## src/rtl/fbc_pkg.sv

```systemverilog
// fbc_pkg: shared widths, register indexes, types and plane helpers for the
// frustum box cull block. No dependencies.
package fbc_pkg;

    // field widths
    localparam int COORD_W    = 16;
    localparam int EXT_W      = 8;
    localparam int HGT_W      = 10;
    localparam int COEF_W     = 16;
    localparam int MAT_W      = 64;
    localparam int MAT_COLS   = 4;
    localparam int CFG_IDX_W  = 3;
    localparam int CFG_DATA_W = 64;
    localparam int PLANES     = 6;
    localparam int AXES       = 3;
    localparam int PLANE_W    = 3;

    // derived arithmetic widths: plane terms, corners, products, plane sum
    localparam int NRM_W  = COEF_W + 1;
    localparam int CRN_W  = COORD_W + 1;
    localparam int PROD_W = NRM_W + CRN_W;
    localparam int ACC_W  = PROD_W + 2;

    // configuration register indexes
    localparam logic [CFG_IDX_W-1:0] REG_CULL_EN    = 3'd0;
    localparam logic [CFG_IDX_W-1:0] REG_MAT_COL0   = 3'd1;
    localparam logic [CFG_IDX_W-1:0] REG_MAT_COL1   = 3'd2;
    localparam logic [CFG_IDX_W-1:0] REG_MAT_COL2   = 3'd3;
    localparam logic [CFG_IDX_W-1:0] REG_MAT_COL3   = 3'd4;
    localparam logic [CFG_IDX_W-1:0] REG_EXTENT_XZ  = 3'd5;
    localparam logic [CFG_IDX_W-1:0] REG_BOX_HEIGHT = 3'd6;

    // reset values
    localparam logic [EXT_W-1:0] EXT_RESET = 8'd15;
    localparam logic [HGT_W-1:0] HGT_RESET = 10'd24;

    // plane code reported when no plane rejects the box
    localparam logic [PLANE_W-1:0] PLANE_VISIBLE = 3'd6;

    typedef logic signed [NRM_W-1:0]  t_nrm;
    typedef logic signed [CRN_W-1:0]  t_crn;
    typedef logic signed [PROD_W-1:0] t_prod;
    typedef logic signed [ACC_W-1:0]  t_acc;

    // one clip plane: normal and offset, Q5.12
    typedef struct packed {
        t_nrm nx;
        t_nrm ny;
        t_nrm nz;
        t_nrm d;
    } t_plane;

    // box geometry and mode from configuration
    typedef struct packed {
        logic             cull_en;
        logic [EXT_W-1:0] ext_xz;
        logic [HGT_W-1:0] height;
    } t_geom;

    // matrix entry of one column at a row, sign extended
    function automatic t_nrm mat_entry(logic [MAT_W-1:0] col, int row);
        logic signed [COEF_W-1:0] raw;
        raw = $signed(col[COEF_W*row +: COEF_W]);
        return t_nrm'(raw);
    endfunction

    // plane k: row 3 plus or minus row k/2
    function automatic t_plane plane_coef(logic [MAT_COLS-1:0][MAT_W-1:0] cols, int k);
        t_plane p;
        int     axis;
        logic   minus;
        axis  = k >> 1;
        minus = k[0];
        if (minus) begin
            p.nx = mat_entry(cols[0], 3) - mat_entry(cols[0], axis);
            p.ny = mat_entry(cols[1], 3) - mat_entry(cols[1], axis);
            p.nz = mat_entry(cols[2], 3) - mat_entry(cols[2], axis);
            p.d  = mat_entry(cols[3], 3) - mat_entry(cols[3], axis);
        end else begin
            p.nx = mat_entry(cols[0], 3) + mat_entry(cols[0], axis);
            p.ny = mat_entry(cols[1], 3) + mat_entry(cols[1], axis);
            p.nz = mat_entry(cols[2], 3) + mat_entry(cols[2], axis);
            p.d  = mat_entry(cols[3], 3) + mat_entry(cols[3], axis);
        end
        return p;
    endfunction

    // normal component along one axis
    function automatic t_nrm plane_nrm(t_plane p, int c);
        t_nrm n;
        case (c)
            0:       n = p.nx;
            1:       n = p.ny;
            default: n = p.nz;
        endcase
        return n;
    endfunction

endpackage

```

## src/rtl/fbc_eval.sv

```systemverilog
// fbc_eval: per-plane sum and sign test, first rejecting plane and the
// registered result. Uses fbc_pkg.
module fbc_eval (
    input  logic                                                      i_clk,
    input  logic                                                      i_adv,
    input  fbc_pkg::t_prod [fbc_pkg::PLANES-1:0][fbc_pkg::AXES-1:0]   i_prod,
    input  fbc_pkg::t_plane [fbc_pkg::PLANES-1:0]                     i_planes,
    input  logic                                                      i_cull_en,
    output logic                                                      o_visible,
    output logic [fbc_pkg::PLANE_W-1:0]                               o_plane
);
    import fbc_pkg::*;

    logic [PLANES-1:0]   w_out;
    logic [PLANE_W-1:0]  n_plane;
    logic [PLANE_W-1:0]  r_plane;
    logic                r_visible;

    // dot product plus offset, negative means outside
    always_comb begin
        for (int k = 0; k < PLANES; k++) begin
            t_acc acc;
            acc = t_acc'($signed(i_prod[k][0])) + t_acc'($signed(i_prod[k][1]))
                + t_acc'($signed(i_prod[k][2])) + t_acc'(i_planes[k].d);
            w_out[k] = acc[ACC_W-1];
        end
    end

    // lowest rejecting plane wins
    always_comb begin
        n_plane = PLANE_VISIBLE;
        if (i_cull_en) begin
            for (int k = PLANES - 1; k >= 0; k--) begin
                if (w_out[k]) begin
                    n_plane = PLANE_W'(k);
                end
            end
        end
    end

    always_ff @(posedge i_clk) begin
        if (i_adv) begin
            r_plane   <= n_plane;
            r_visible <= (n_plane == PLANE_VISIBLE);
        end
    end

    assign o_visible = r_visible;
    assign o_plane   = r_plane;

endmodule

```

## config.mk

```make
export PLATFORM = sky130hd
export DESIGN_NAME = fbc_eval
export DESIGN_NICKNAME = d
export VERILOG_FILES = /design/src/rtl/fbc_pkg.sv /design/src/rtl/fbc_eval.sv
export SDC_FILE = /design/constraint.sdc
export NUM_CORES = 1
export LEC_CHECK = 0
export CAP_MARGIN = 20
export CORE_AREA = 10 10 386 388
export CTS_CLUSTER_SIZE = 28
export DETAILED_ROUTE_END_ITERATION = 10
export DIE_AREA = 0 0 396 398
export DONT_BUFFER_PORTS = 1
export PLACE_DENSITY = 0.33
export SYNTH_ARGS = -nofsm -noshare
export SYNTH_HDL_FRONTEND = slang
export SYNTH_SLANG_ARGS = --single-unit
```

## constraint.sdc

```tcl
create_clock -name i_clk -period 7.2 [get_ports i_clk]
set_clock_uncertainty 0.15 [all_clocks]
set_input_delay 1.44 -clock i_clk [delete_from_list [all_inputs] [get_ports i_clk]]
set_output_delay 1.44 -clock i_clk [all_outputs]
set_load 0.02 [all_outputs]
```

; After elaboration in Yosys (flattened, before gate mapping)
; Index checks and enable logic that the tools add are counted.
[classes]
add_sub_neg = 18
n_eq_ne = 1
n_mux = 7
[ops]
columns = operator, n
row1 = 35-bit by 34-bit adder with 36-bit output, 6
row2 = 36-bit by 17-bit adder with 36-bit output, 6
row3 = 34-bit by 34-bit adder with 35-bit output, 6
row4 = 3-bit 2-to-1 mux, 6
row5 = "3-bit == test, second input constant", 1
row6 = 2-bit 2-to-1 mux, 1
[word_totals]
register_bits = 4
inputBits = 1023

; Longest topological paths before layout
[depth]
word_depth = 11
depth_mapped = 13
depth_no_buf = 13

; Worst setup path before layout
; No wires, ideal clock.
[synth_path]
kind = in2reg
start = input port i_prod[432] in the netlist's numbering
end = register r_plane[0], in the netlist o_plane[0], data pin
t_arrival_ns = 4.290
setup_slack_ns = 2.501
path_stages = 13
n_path_buf = 0
cell_sequence = inv_1 > fa_1 > fa_1 > inv_1 > ha_1 > a21o_1 > a21o_1 > a221oi_1 > o211ai_1 > or3_1 > nand3_1 > o21ba_2 > o31a_1
[synth_via]
elab_chain_cells = 9
[synth_lines]
columns = item, line_no
row1 = "start, declared", fbc_eval.sv:6  ; input fbc_pkg::t_prod [fbc_pkg::PLANES-1:0][fbc_pkg::AXES-1:0] i_prod,
row2 = 34-bit by 34-bit adder with 35-bit output, fbc_eval.sv:23  ; acc = t_acc'($signed(i_prod[k][0])) + t_acc'($signed(i_prod[k][1]))
row3 = 35-bit by 34-bit adder with 36-bit output, fbc_eval.sv:24  ; + t_acc'($signed(i_prod[k][2])) + t_acc'(i_planes[k].d);
row4 = 36-bit by 17-bit adder with 36-bit output, fbc_eval.sv:24
row5 = 3-bit 2-to-1 mux (5 in a row), fbc_eval.sv:34  ; if (w_out[k]) begin
row6 = 3-bit 2-to-1 mux, fbc_eval.sv:32  ; if (i_cull_en) begin
row7 = net n_plane[0], fbc_eval.sv:15  ; logic [PLANE_W-1:0] n_plane;
row8 = "end signal, assigned", fbc_eval.sv:43  ; r_plane <= n_plane;
row9 = "end, declared", fbc_eval.sv:16  ; logic [PLANE_W-1:0] r_plane;
; The timed path passes the listed nets, and every way through them passes these cells.
; A chain may end at the register's enable or synchronous reset.

; Final worst setup path
[layout_path]
start = input port i_prod[433] in the netlist's numbering
end = register r_plane[0], in the netlist o_plane[0], data pin
; Same word-level chain as after synthesis.

==> out/results.ini <==
[status]
status=completed

[timing]
finalSetupTns_ps=0
fmax_ghz=0.181
worst_slew_pin_slew_ps=1020
rsz0062_at_grt=false
slew_headroom_pct=31.7
min_period_ps=5510
drv_slew=0
setup_viol=0
hold_viol_final=0
finalCritPeriodShare_pct=76.6

[placed_design]
gp_congestion=0.781
place_hpwl_mm=68.7
io_buffers=0

[setup_path]
cp.required_ps=7010
path_buf_inv=2
path_max_fanout=3
crit_type=input pin to flip-flop
start_kind=input pin
cp.arrival_ps=5330
worstPathCellList=inv_1 -> fa_1 -> inv_1 -> fa_1 -> ha_1 -> nand4_1 -> nor2_1 -> nand3_1 -> o211ai_1 -> o21ai_0 -> nand3_1 -> o21ba_2 -> o31a_1
cp_slowest_cell=fa_1
end_kind=flip-flop
crit_family=adder cells
cp_slowest_stage_delay_ps=780

[finish]
final_common_cell=inv_1
syn2layout_area_growth_pct=16.7
fillCellCount=16224
fin_nets=3135
final_cell_mix=564 x inv_1, 408 x fa_1, 198 x ha_1, 66 x a21oi_1, 37 x nand2_1
final_layout_size_suffix_gt1_share_pct=0.798

[yosys]
synth_edf_count=4
synth_ff_type=edfxtp_1
yosys.area_share.xor_xnor_pct=0.591
syn_avg_cell_area_um2=9.90
synth_compound_area_share_pct=7.47
syn-num-nets=3127
synthAdderAreaFrac_pct=71.8
synth-async-reset-ratio_pct=0
synth_cell_types=51
synth_top_family_by_area=adder cells
yosys_warnings=0
ys_seq_elements=4
synthSimpleGateAreaFrac_pct=5.07
yosysSeqAreaShare_pct=0.810
synth_mux_area_share_pct=0
synth_area_um2=14800
synthCells=1498

[min_path]
hold_depth=0
hold_class=input pin to flip-flop
worst_hold_startpoint=i_adv
hold_end=o_plane[2]

[power_and_ir_drop]
power.leakage_uw=0.00828
powerDensity_nw_per_um2=125
power.internal_uw=985
switching_share_pct=54.5
pwr-share-comb_pct=93.2
p_clk_share_pct=4.0
power.net_switching_uw=1180
peakVddDrop_mv=0.0492
power_uw=2170
p_seq_share_pct=2.9

[route]
dr.pass1.iters=4
ant_nets=0
route.detailed.drc=0
via_per_inst=2.87
dr_total_vias=9761
wire_per_inst_um=20.3
drt_iter0_drc=311
routed_wl_mm=68.9

[global_route]
grt_max_degree=20
grt_pass1_vias=11909
overflow=0
grt.total_usage_pct=8.41
grt_antenna_before_repair=18
grt_pass1_wl_mm=93.8

[clock_tree]
cts_root_buf=clkbuf_16
cts_hold_buffers=0
cts_tree=built
cts-resized-gates=0
cts_max_level=1
cts_buffer_depth=2
cts.sinks=4
clk_pin_slew_ps=30
cts_setup_buffers=0
cts_buffers=3

[floorplanning]
rows=138
die-area_um2=158000
die_y_um=398
die_x_um=396
core-area_um2=141000
ioPinCount=1027
start_util_pct=10.5

[flow_run]
drv_cap=0

area by class of cell:
type,count,area (um2),area share (%)
Multi-Input combinational cell,930,12600,72.8
Clock buffer,3,75.1,0.434
Timing Repair Buffer,3,22.5,0.130
Tap cell,1890,2360,13.7
Inverter,564,2120,12.2
Antenna cell,5,12.5,0.0723
Sequential cell,4,120,0.694
state kept, by name, indices dropped and copies added (netlist names):
signal / cells
o_plane: 3
o_visible: 1
through the flow:
stage | util (%) | instances | cell area [um2] | worst slack [ps] | hold slack (ps)
2_1_floorplan | - | 1498 | 14800 | 2500 | 1400
3_3_place_gp | 12.2 | 3391 | 17200 | 1410 | 1410
3_5_place_dp | 12.2 | 3391 | 17200 | 1390 | 1410
4_1_cts | 12.3 | 3394 | 17300 | 1610 | 1180
5_1_grt | 12.3 | 3398 | 17300 | 1490 | 1170
6_report | 12.3 | 3399 | 17300 | 1690 | 1180
how the worst max path moves through the flow:
| stage | slack, ps | end | cells past startpoint | startpoint |
|---|---|---|---|---|
| final | 1690 | o_plane[0] | 13 | i_prod[433] |
| after global placement | 1410 | o_plane[0] | 13 | i_prod[430] |
| after CTS | 1610 | o_plane[0] | 13 | i_prod[430] |
| after floorplan | 2500 | o_plane[0] | 13 | i_prod[432] |
| after global routing | 1490 | o_plane[0] | 13 | i_prod[433] |
| after detailed placement | 1390 | o_plane[0] | 13 | i_prod[430] |
power groups by stage:
stage          combinational (uW)  sequential (uW)  clock (uW)
6_report                     2020             61.8        85.6
3_3_place_gp                 2100             67.7           0
4_1_cts                      2120             67.5        87.2
5_1_grt                      2400             64.7        89.3
2_1_floorplan                1410             45.9           0
3_5_place_dp                 2090             67.8           0
Yosys cell counts, types with 3 or more instances:
library cell    n  area share (%)
xor2_1          4            0.24
nand4_1        31             1.3
o211ai_1        6            0.30
edfxtp_1        4            0.81
xnor2_1         6            0.35
a41oi_1         5            0.30
nand2b_1        3            0.13
nand4b_1        5            0.30
o21ai_0        26            0.88
a31oi_1         3            0.13
inv_1         564              14
nand2_1        37            0.94
a211oi_1        9            0.46
fa_1          408              55
a21oi_1        66             2.2
nor3_1         11            0.37
a221oi_1        6            0.35
o21a_1          4            0.20
and4_1          4            0.24
nand3_1        22            0.74
a21o_1         23             1.2
nor2_1         20            0.51
ha_1          198              17
logic make-up (layout without fill, tap and decap cells):
kind of cell	after synthesis	count (layout)
fa+ha+maj	606	606
xor+xnor	10	10
flops	4	4
simple gates	144	144
buf+inv	564	570
compound gates	170	170
other cells	0	5
metal layers:
metal / vias up / share of wire, % / GRT usage, %
li1: 4520 / - / -
met1: 4664 / 38 / 9.60
met2: 519 / 50 / 15.1
met3: 40 / 10 / 3.32
met4: 18 / 1.3 / 1.12
met5: - / 0.18 / 0
(Power assumes the default switching activity.)
