<file path="config.mk">
export PLATFORM = sky130hd
export DESIGN_NAME = fbc_cfg_flat
export DESIGN_NICKNAME = d
export VERILOG_FILES = /design/src/rtl/fbc_pkg.sv /design/src/rtl/fbc_if.sv /design/src/rtl/fbc_cfg.sv /design/src/flat_wrapper.sv
export SDC_FILE = /design/constraint.sdc
export NUM_CORES = 2
export LEC_CHECK = 0
export BUFFER_PORTS_ARGS = -buffer_cell sky130_fd_sc_hd__buf_2
export CORE_UTILIZATION = 59
export DETAILED_ROUTE_END_ITERATION = 10
export PLACE_DENSITY_LB_ADDON = 0.2
export RECOVER_POWER = 25
export SLEW_MARGIN = 0
export SYNTH_ARGS = -nofsm -noshare
export SYNTH_HDL_FRONTEND = slang
export SYNTH_SLANG_ARGS = --single-unit
</file>
<file path="constraint.sdc">
create_clock -name i_clk -period 2.9 [get_ports i_clk]
set_input_delay 0.58 -clock i_clk [delete_from_list [all_inputs] [get_ports i_clk]]
set_output_delay 0.58 -clock i_clk [all_outputs]
set_load 0.03 [all_outputs]
</file>
<file path="src/rtl/fbc_pkg.sv">
// fbc_pkg: shared widths, register indexes, types and plane helpers for the
// frustum box cull block. No dependencies.
package fbc_pkg;

    // field widths
    localparam int COORD_W    = 16;
    localparam int EXT_W      = 8;
    localparam int HGT_W      = 10;
    localparam int COEF_W     = 16;
    localparam int MAT_W      = 64;
    localparam int MAT_COLS   = 4;
    localparam int CFG_IDX_W  = 3;
    localparam int CFG_DATA_W = 64;
    localparam int PLANES     = 6;
    localparam int AXES       = 3;
    localparam int PLANE_W    = 3;

    // derived arithmetic widths: plane terms, corners, products, plane sum
    localparam int NRM_W  = COEF_W + 1;
    localparam int CRN_W  = COORD_W + 1;
    localparam int PROD_W = NRM_W + CRN_W;
    localparam int ACC_W  = PROD_W + 2;

    // configuration register indexes
    localparam logic [CFG_IDX_W-1:0] REG_CULL_EN    = 3'd0;
    localparam logic [CFG_IDX_W-1:0] REG_MAT_COL0   = 3'd1;
    localparam logic [CFG_IDX_W-1:0] REG_MAT_COL1   = 3'd2;
    localparam logic [CFG_IDX_W-1:0] REG_MAT_COL2   = 3'd3;
    localparam logic [CFG_IDX_W-1:0] REG_MAT_COL3   = 3'd4;
    localparam logic [CFG_IDX_W-1:0] REG_EXTENT_XZ  = 3'd5;
    localparam logic [CFG_IDX_W-1:0] REG_BOX_HEIGHT = 3'd6;

    // reset values
    localparam logic [EXT_W-1:0] EXT_RESET = 8'd15;
    localparam logic [HGT_W-1:0] HGT_RESET = 10'd24;

    // plane code reported when no plane rejects the box
    localparam logic [PLANE_W-1:0] PLANE_VISIBLE = 3'd6;

    typedef logic signed [NRM_W-1:0]  t_nrm;
    typedef logic signed [CRN_W-1:0]  t_crn;
    typedef logic signed [PROD_W-1:0] t_prod;
    typedef logic signed [ACC_W-1:0]  t_acc;

    // one clip plane: normal and offset, Q5.12
    typedef struct packed {
        t_nrm nx;
        t_nrm ny;
        t_nrm nz;
        t_nrm d;
    } t_plane;

    // box geometry and mode from configuration
    typedef struct packed {
        logic             cull_en;
        logic [EXT_W-1:0] ext_xz;
        logic [HGT_W-1:0] height;
    } t_geom;

    // matrix entry of one column at a row, sign extended
    function automatic t_nrm mat_entry(logic [MAT_W-1:0] col, int row);
        logic signed [COEF_W-1:0] raw;
        raw = $signed(col[COEF_W*row +: COEF_W]);
        return t_nrm'(raw);
    endfunction

    // plane k: row 3 plus or minus row k/2
    function automatic t_plane plane_coef(logic [MAT_COLS-1:0][MAT_W-1:0] cols, int k);
        t_plane p;
        int     axis;
        logic   minus;
        axis  = k >> 1;
        minus = k[0];
        if (minus) begin
            p.nx = mat_entry(cols[0], 3) - mat_entry(cols[0], axis);
            p.ny = mat_entry(cols[1], 3) - mat_entry(cols[1], axis);
            p.nz = mat_entry(cols[2], 3) - mat_entry(cols[2], axis);
            p.d  = mat_entry(cols[3], 3) - mat_entry(cols[3], axis);
        end else begin
            p.nx = mat_entry(cols[0], 3) + mat_entry(cols[0], axis);
            p.ny = mat_entry(cols[1], 3) + mat_entry(cols[1], axis);
            p.nz = mat_entry(cols[2], 3) + mat_entry(cols[2], axis);
            p.d  = mat_entry(cols[3], 3) + mat_entry(cols[3], axis);
        end
        return p;
    endfunction

    // normal component along one axis
    function automatic t_nrm plane_nrm(t_plane p, int c);
        t_nrm n;
        case (c)
            0:       n = p.nx;
            1:       n = p.ny;
            default: n = p.nz;
        endcase
        return n;
    endfunction

endpackage

</file>
<file path="src/rtl/fbc_if.sv">


// configuration write channel
interface fbc_cfg_if;
    logic                             valid;
    logic                             ready;
    logic [fbc_pkg::CFG_IDX_W-1:0]    index;
    logic [fbc_pkg::CFG_DATA_W-1:0]   data;
    modport source (output valid, output index, output data, input ready);
    modport sink   (input valid, input index, input data, output ready);
endinterface

</file>
<file path="src/rtl/fbc_cfg.sv">
// fbc_cfg: configuration registers and the six registered clip planes
// derived from the matrix. Uses fbc_pkg and fbc_cfg_if.
module fbc_cfg (
    input  logic                                     i_clk,
    input  logic                                     i_rst_n,
    fbc_cfg_if.sink                                  i_cfg,
    output fbc_pkg::t_geom                           o_geom,
    output fbc_pkg::t_plane [fbc_pkg::PLANES-1:0]    o_planes
);
    import fbc_pkg::*;

    logic                               r_cull_en;
    logic [MAT_COLS-1:0][MAT_W-1:0]     r_mat;
    logic [EXT_W-1:0]                   r_ext_xz;
    logic [HGT_W-1:0]                   r_height;
    t_plane [PLANES-1:0]                r_planes;
    t_plane [PLANES-1:0]                n_planes;

    // writes are always taken
    assign i_cfg.ready = 1'b1;

    // register file
    always_ff @(posedge i_clk) begin
        if (!i_rst_n) begin
            r_cull_en <= 1'b1;
            r_mat     <= '0;
            r_ext_xz  <= EXT_RESET;
            r_height  <= HGT_RESET;
        end else if (i_cfg.valid) begin
            case (i_cfg.index)
                REG_CULL_EN:    r_cull_en <= i_cfg.data[0];
                REG_MAT_COL0:   r_mat[0]  <= i_cfg.data[MAT_W-1:0];
                REG_MAT_COL1:   r_mat[1]  <= i_cfg.data[MAT_W-1:0];
                REG_MAT_COL2:   r_mat[2]  <= i_cfg.data[MAT_W-1:0];
                REG_MAT_COL3:   r_mat[3]  <= i_cfg.data[MAT_W-1:0];
                REG_EXTENT_XZ:  r_ext_xz  <= i_cfg.data[EXT_W-1:0];
                REG_BOX_HEIGHT: r_height  <= i_cfg.data[HGT_W-1:0];
                default: ;
            endcase
        end
    end

    // plane sums from the matrix rows
    always_comb begin
        for (int k = 0; k < PLANES; k++) begin
            n_planes[k] = plane_coef(r_mat, k);
        end
    end

    // planes follow the matrix in the next cycle
    always_ff @(posedge i_clk) begin
        if (!i_rst_n) begin
            r_planes <= '0;
        end else begin
            r_planes <= n_planes;
        end
    end

    assign o_geom.cull_en = r_cull_en;
    assign o_geom.ext_xz  = r_ext_xz;
    assign o_geom.height  = r_height;
    assign o_planes       = r_planes;

endmodule

</file>
<file path="src/flat_wrapper.sv">
// flat-port wrapper written by rule: the top's interface ports become plain ports
module fbc_cfg_flat import fbc_pkg::*;
  (i_clk, i_rst_n, o_geom, o_planes, i_cfg_valid, i_cfg_index, i_cfg_data, i_cfg_ready);
  fbc_cfg_if i_cfg_i ();
  input  logic i_clk;
  input  logic i_rst_n;
  output fbc_pkg::t_geom o_geom;
  output fbc_pkg::t_plane [fbc_pkg::PLANES-1:0] o_planes;
  input wire logic [$bits(i_cfg_i.valid)-1:0] i_cfg_valid;
  input wire logic [$bits(i_cfg_i.index)-1:0] i_cfg_index;
  input wire logic [$bits(i_cfg_i.data)-1:0] i_cfg_data;
  output wire logic [$bits(i_cfg_i.ready)-1:0] i_cfg_ready;
  assign i_cfg_i.valid = i_cfg_valid;
  assign i_cfg_i.index = i_cfg_index;
  assign i_cfg_i.data = i_cfg_data;
  assign i_cfg_ready = i_cfg_i.ready;
  fbc_cfg u_core (.i_clk(i_clk), .i_rst_n(i_rst_n), .i_cfg(i_cfg_i), .o_geom(o_geom), .o_planes(o_planes));
endmodule
</file>
# Word-level counts from Yosys, hierarchy flattened
# Index checks and enable logic that the tools add are counted.
# word_totals
regBits,683
rom_bits,0
latchBits,0
mem_bits_rw,0
in_bits,70
wordCells,69
mem_count,0
# op_classes
mux,0
n_mul,0
n_div,0
reduce_logical,8
shift,0
add_sub_neg,24
n_eq_ne,6
bitwise,0
order_cmp,0
# ops
operator,n
$add 16x16->17,12
$sub 16x16->17,12
$reduce_and 2->1,7
$eq 3x3->1 const B,3
$eq 3x2->1 const B,2
$eq 3x1->1 const B,1
$logic_not 3->1,1

# Depth between registers and ports, before layout
# depth
word_depth,2
depth_mapped,10
mapped_depth_nobuf,10

# Worst setup path before layout
# No wires, ideal clock.
# synth_timing
kind,register to register
start,reg u_core.r_mat[177] (netlist bit)
end,reg u_core.r_planes (netlist bit u_core.o_planes[371])
n_path_buf,0
stages_incl_launch_ff,10
period_less_slack_ns,2.682
slack_ns,0.218
arrival_ns,2.610
path_cell_list,dfxtp_1 inv_1 fa_1 and2b_1 o2111a_1 a2111oi_2 o21a_1 o21a_1 o311ai_0 mux2i_1
# synth_between
elab_chain_cells,1
# synth_lines
element,line,text
start: declaration,fbc_cfg.sv:13,logic [MAT_COLS-1:0][MAT_W-1:0] r_mat;
$sub 16x16->17,fbc_pkg.sv:77,"p.nz = mat_entry(cols[2], 3) - mat_entry(cols[2], axis);"
end signal: assignment,fbc_cfg.sv:55,r_planes <= n_planes;
end: declaration,fbc_cfg.sv:16,t_plane [PLANES-1:0] r_planes;
# Every way passes these cells.
# A chain may end at the register's enable or synchronous reset.

# Worst setup path in the final report
# layout_timing
start,in i_rst_n
end,reg u_core.r_planes (netlist bit u_core.o_planes[9])
# layout_rtl
element,line,text
start: declaration,flat_wrapper.sv:6,input logic i_rst_n;
# No word-level cell between the ends.

==> impl_results.md <==
* Final RePlAce weighted congestion at approximately 1
* DRT antenna net count at 0
* Total GRT Usage at 0.394
* Comb power frac at 0.189
* Largest cells by area after synthesis: dfxtp_1 36%, ha_1 13%, a21oi_1 7.0%, nand2_1 7.0%, nor2_1 5.0%
* Switch share at 0.298
* Share of layout cells above drive strength 1 at 0.144
* Yosys Warn Count at 0
* Synth area leader: dfxtp_1
* Rows at a little over 90
* Pleak at 20.0 nW
* Critical setup path kind: primary input to register
* Post-route DRC at 0
* CP arrival at 3260 ps
* CP startpoint kind: primary input
* TritonCTS clock tree: yes
* Final wirelength at about 130 mm
* Core ar. at between 0.06 and 0.07 mm^2
* Port bufs at 496
* Drt pass-1 iters at 6
* Worst rel slew slack at 0.172
* CTS resizes at 0
* Tcrit/Tclk final at 0.968
* Routed vias/inst at about 5.9
* Initial antenna violation count at 12
* Sequential power share at 0.415
* CTS sink cnt at ~670
* # hold bufs at CTS at 0
* Sequential cell area fraction in the yosys report at 0.356
* Die Area at 0.0650 mm^2
* Place WS at ~72 ps
* MaxCap Viol Count at 0
* Mapped Nets at between 5,000 and 6,000
* Clk pwr share at 0.396
* Worst Setup End Kind: register
* Critical path peak fanout at 63
* Die H at around 250 um
* Sw power at 0.00718 W
* Hold Violations, Final at 0
* Vias at around 36,000
* Post-detail-place hpwl at 99.7 mm
* Post-synth EDFFs at 0
* Synth Register Bits at about 670
* Drt initial violations at 3,460
* Setup violators final at 0
* WP data required at ~3400 ps
* CTS clk-pin slew, worst paths at ~60 ps
* Synth top area share at 0.356
* Syn Inst Count at around 4,700
* Fin Clk Skew at 24.7 ps
* CTS Buf Count at 73
* Worst hold path type: primary input to register
* Postcts setup bufs at 0
* Total gr overflow at 0
* IO Pins at ~500
* Final Critical Period at 2810 ps
* Fillers at between 5,000 and 6,000
* Status: completed
* Commonest non-fill, non-tap cell in the layout: nand2_1
* Largest net degree at the start of global routing at a little over 70
* Ys flop type: dfxtp_1
* Routed len/inst at 21.8 um
* Area Overhead vs Synth at 15.7%
* Ys async rst share at 0
* Root buffer cell: clkbuf_16
* Synth Area per Inst at just under 8 um^2
* Die span in x at approximately 250 um
* Synthesized area at roughly 0.038 mm^2
* Worst Setup Slack, final at approximately 94 ps
* Starting density of the core at 0.598
* Clk buf depth at 3
* Fmax at around 360 MHz
* Fin. max-slew vios at 0
* Most frequent cells in the layout: 701 x nand2_1, 670 x dfxtp_1, 530 x a21oi_1
* Number of global-route vias before repair at between 30,000 and 40,000
* VDD IR max at between 500 and 600 uV
* Number of distinct library cells after synthesis at between 70 and 80
* # H-tree levels at 3
* Setup TNS at 0 ps
* RSZ-0062 raised after global routing: no
* Global-route wire length before repair at 194 mm
* Nets at approximately 5,700
* Cell internal pwr at 0.0169 W
* Insertion delay to the later sink of the worst-skew pair at approximately 620 ps
* Worst slew pin tran at about 1200 ps
* Pwr dens at about 550 mW/mm^2
## metrics by stage
| stage | power (W) | utilization | instances | hold WS, ps | instance area (um^2) |
|---|---|---|---|---|---|
| 5_1_grt | 0.0249 | 0.692 | 6079 | 302 | 43600 |
| 3_5_place_dp | 0.0146 | 0.656 | 5956 | 446 | 41400 |
| 6_report | 0.0241 | 0.692 | 6087 | 315 | 43700 |
| 3_3_place_gp | 0.0146 | 0.656 | 5956 | 443 | 41400 |
| 4_1_cts | 0.0241 | 0.694 | 6079 | 284 | 43800 |
| 2_1_floorplan | 0.0131 | - | 4744 | 443 | 37700 |
## Yosys cell counts, types with 10 or more instances
cell type  instances
xor2_1            34
o31a_1            25
a2111oi_0         12
xnor2_1          185
o21a_1            42
fa_1              24
and3_1            17
o211ai_1          17
nand4_1           14
nand2_1          703
a31oi_1           34
nor2b_1           76
or2_2             10
a211oi_1          40
o31ai_1           56
mux2i_1           47
a21boi_0          14
nor3b_1           11
o21bai_1          40
dfxtp_1          671
buf_4             14
clkbuf_1         217
or3_1             29
nor3_1            80
nand3_1           50
o21ai_0          153
or4_1             12
nor4_1            31
nand2b_1          79
a221oi_1          26
nor2_1           506
inv_1            342
buf_1             15
a21o_1            30
ha_1             384
a21oi_1          530
and2_1            32
## state kept, by name (all words and copies together), names as in the netlist
name              count
u_core.r_ext_xz       8
u_core.r_height      10
u_core.r_mat        256
u_core.o_planes     396
u_core.r_cull_en      1
## power by group through the flow
stage | combinational [W] | sequential [W] | clock, W
floorplan | 0.00212 | 0.0110 | 0
global placement | 0.00444 | 0.0102 | 0
detailed placement | 0.00445 | 0.0102 | 0
CTS | 0.00448 | 0.00998 | 0.00961
global route | 0.00485 | 0.0100 | 0.00998
finish | 0.00454 | 0.00998 | 0.00953
## per-layer routing
metal | global-route usage | up-vias | share of wire
li1 | - | 16872 | -
met1 | 0.531 | 16925 | 0.42
met2 | 0.591 | 1793 | 0.43
met3 | 0.0900 | 363 | 0.10
met4 | 0.197 | 10 | 0.054
met5 | 0 | - | 0.00046
## final timing paths
path                            cells past startpoint               start                    to  slack, ps
worst min register to register                      2  u_core.r_height[2]    u_core.r_height[2]        460
worst min-delay path                                3      i_cfg_data[43]     u_core.r_mat[107]        310
worst max-delay path                                5             i_rst_n    u_core.o_planes[9]         90
worst max register to register                      9   u_core.r_mat[152]  u_core.o_planes[166]        160
## area by class of cell
cell class,instances,area (um^2),share of cell area
Antenna cell,8,20.0,0.000458
Clock buffer,92,1960,0.0448
Clock inverter,31,433,0.00991
Inverter,344,1300,0.0297
Multi-Input combinational cell,3475,22000,0.505
Sequential cell,671,13400,0.308
Tap cell,846,1060,0.0242
Timing Repair Buffer,620,3430,0.0785
## cells by family (layout without fill, tap and decap cells)
group                      count (synthesis)  count (layout)  share of synthesized area
buffers and inverters                    598            1087                     0.0613
adders and majority gates                408             408                      0.140
other                                      1               9                  0.0000994
and+or+nand+nor                         1671            1671                      0.195
xor gates and xnor gates                 219             219                     0.0508
AOI/OAI and AO/OA                       1128            1128                      0.184
muxes                                     48              48                     0.0128
DFF                                      671             671                      0.356
## critical path: stages
cell and delay [ps]:
clkbuf_2 610, inv_8 670, clkbuf_1 490, buf_2 720, a21oi_1 130
(Power assumes the default switching activity.)
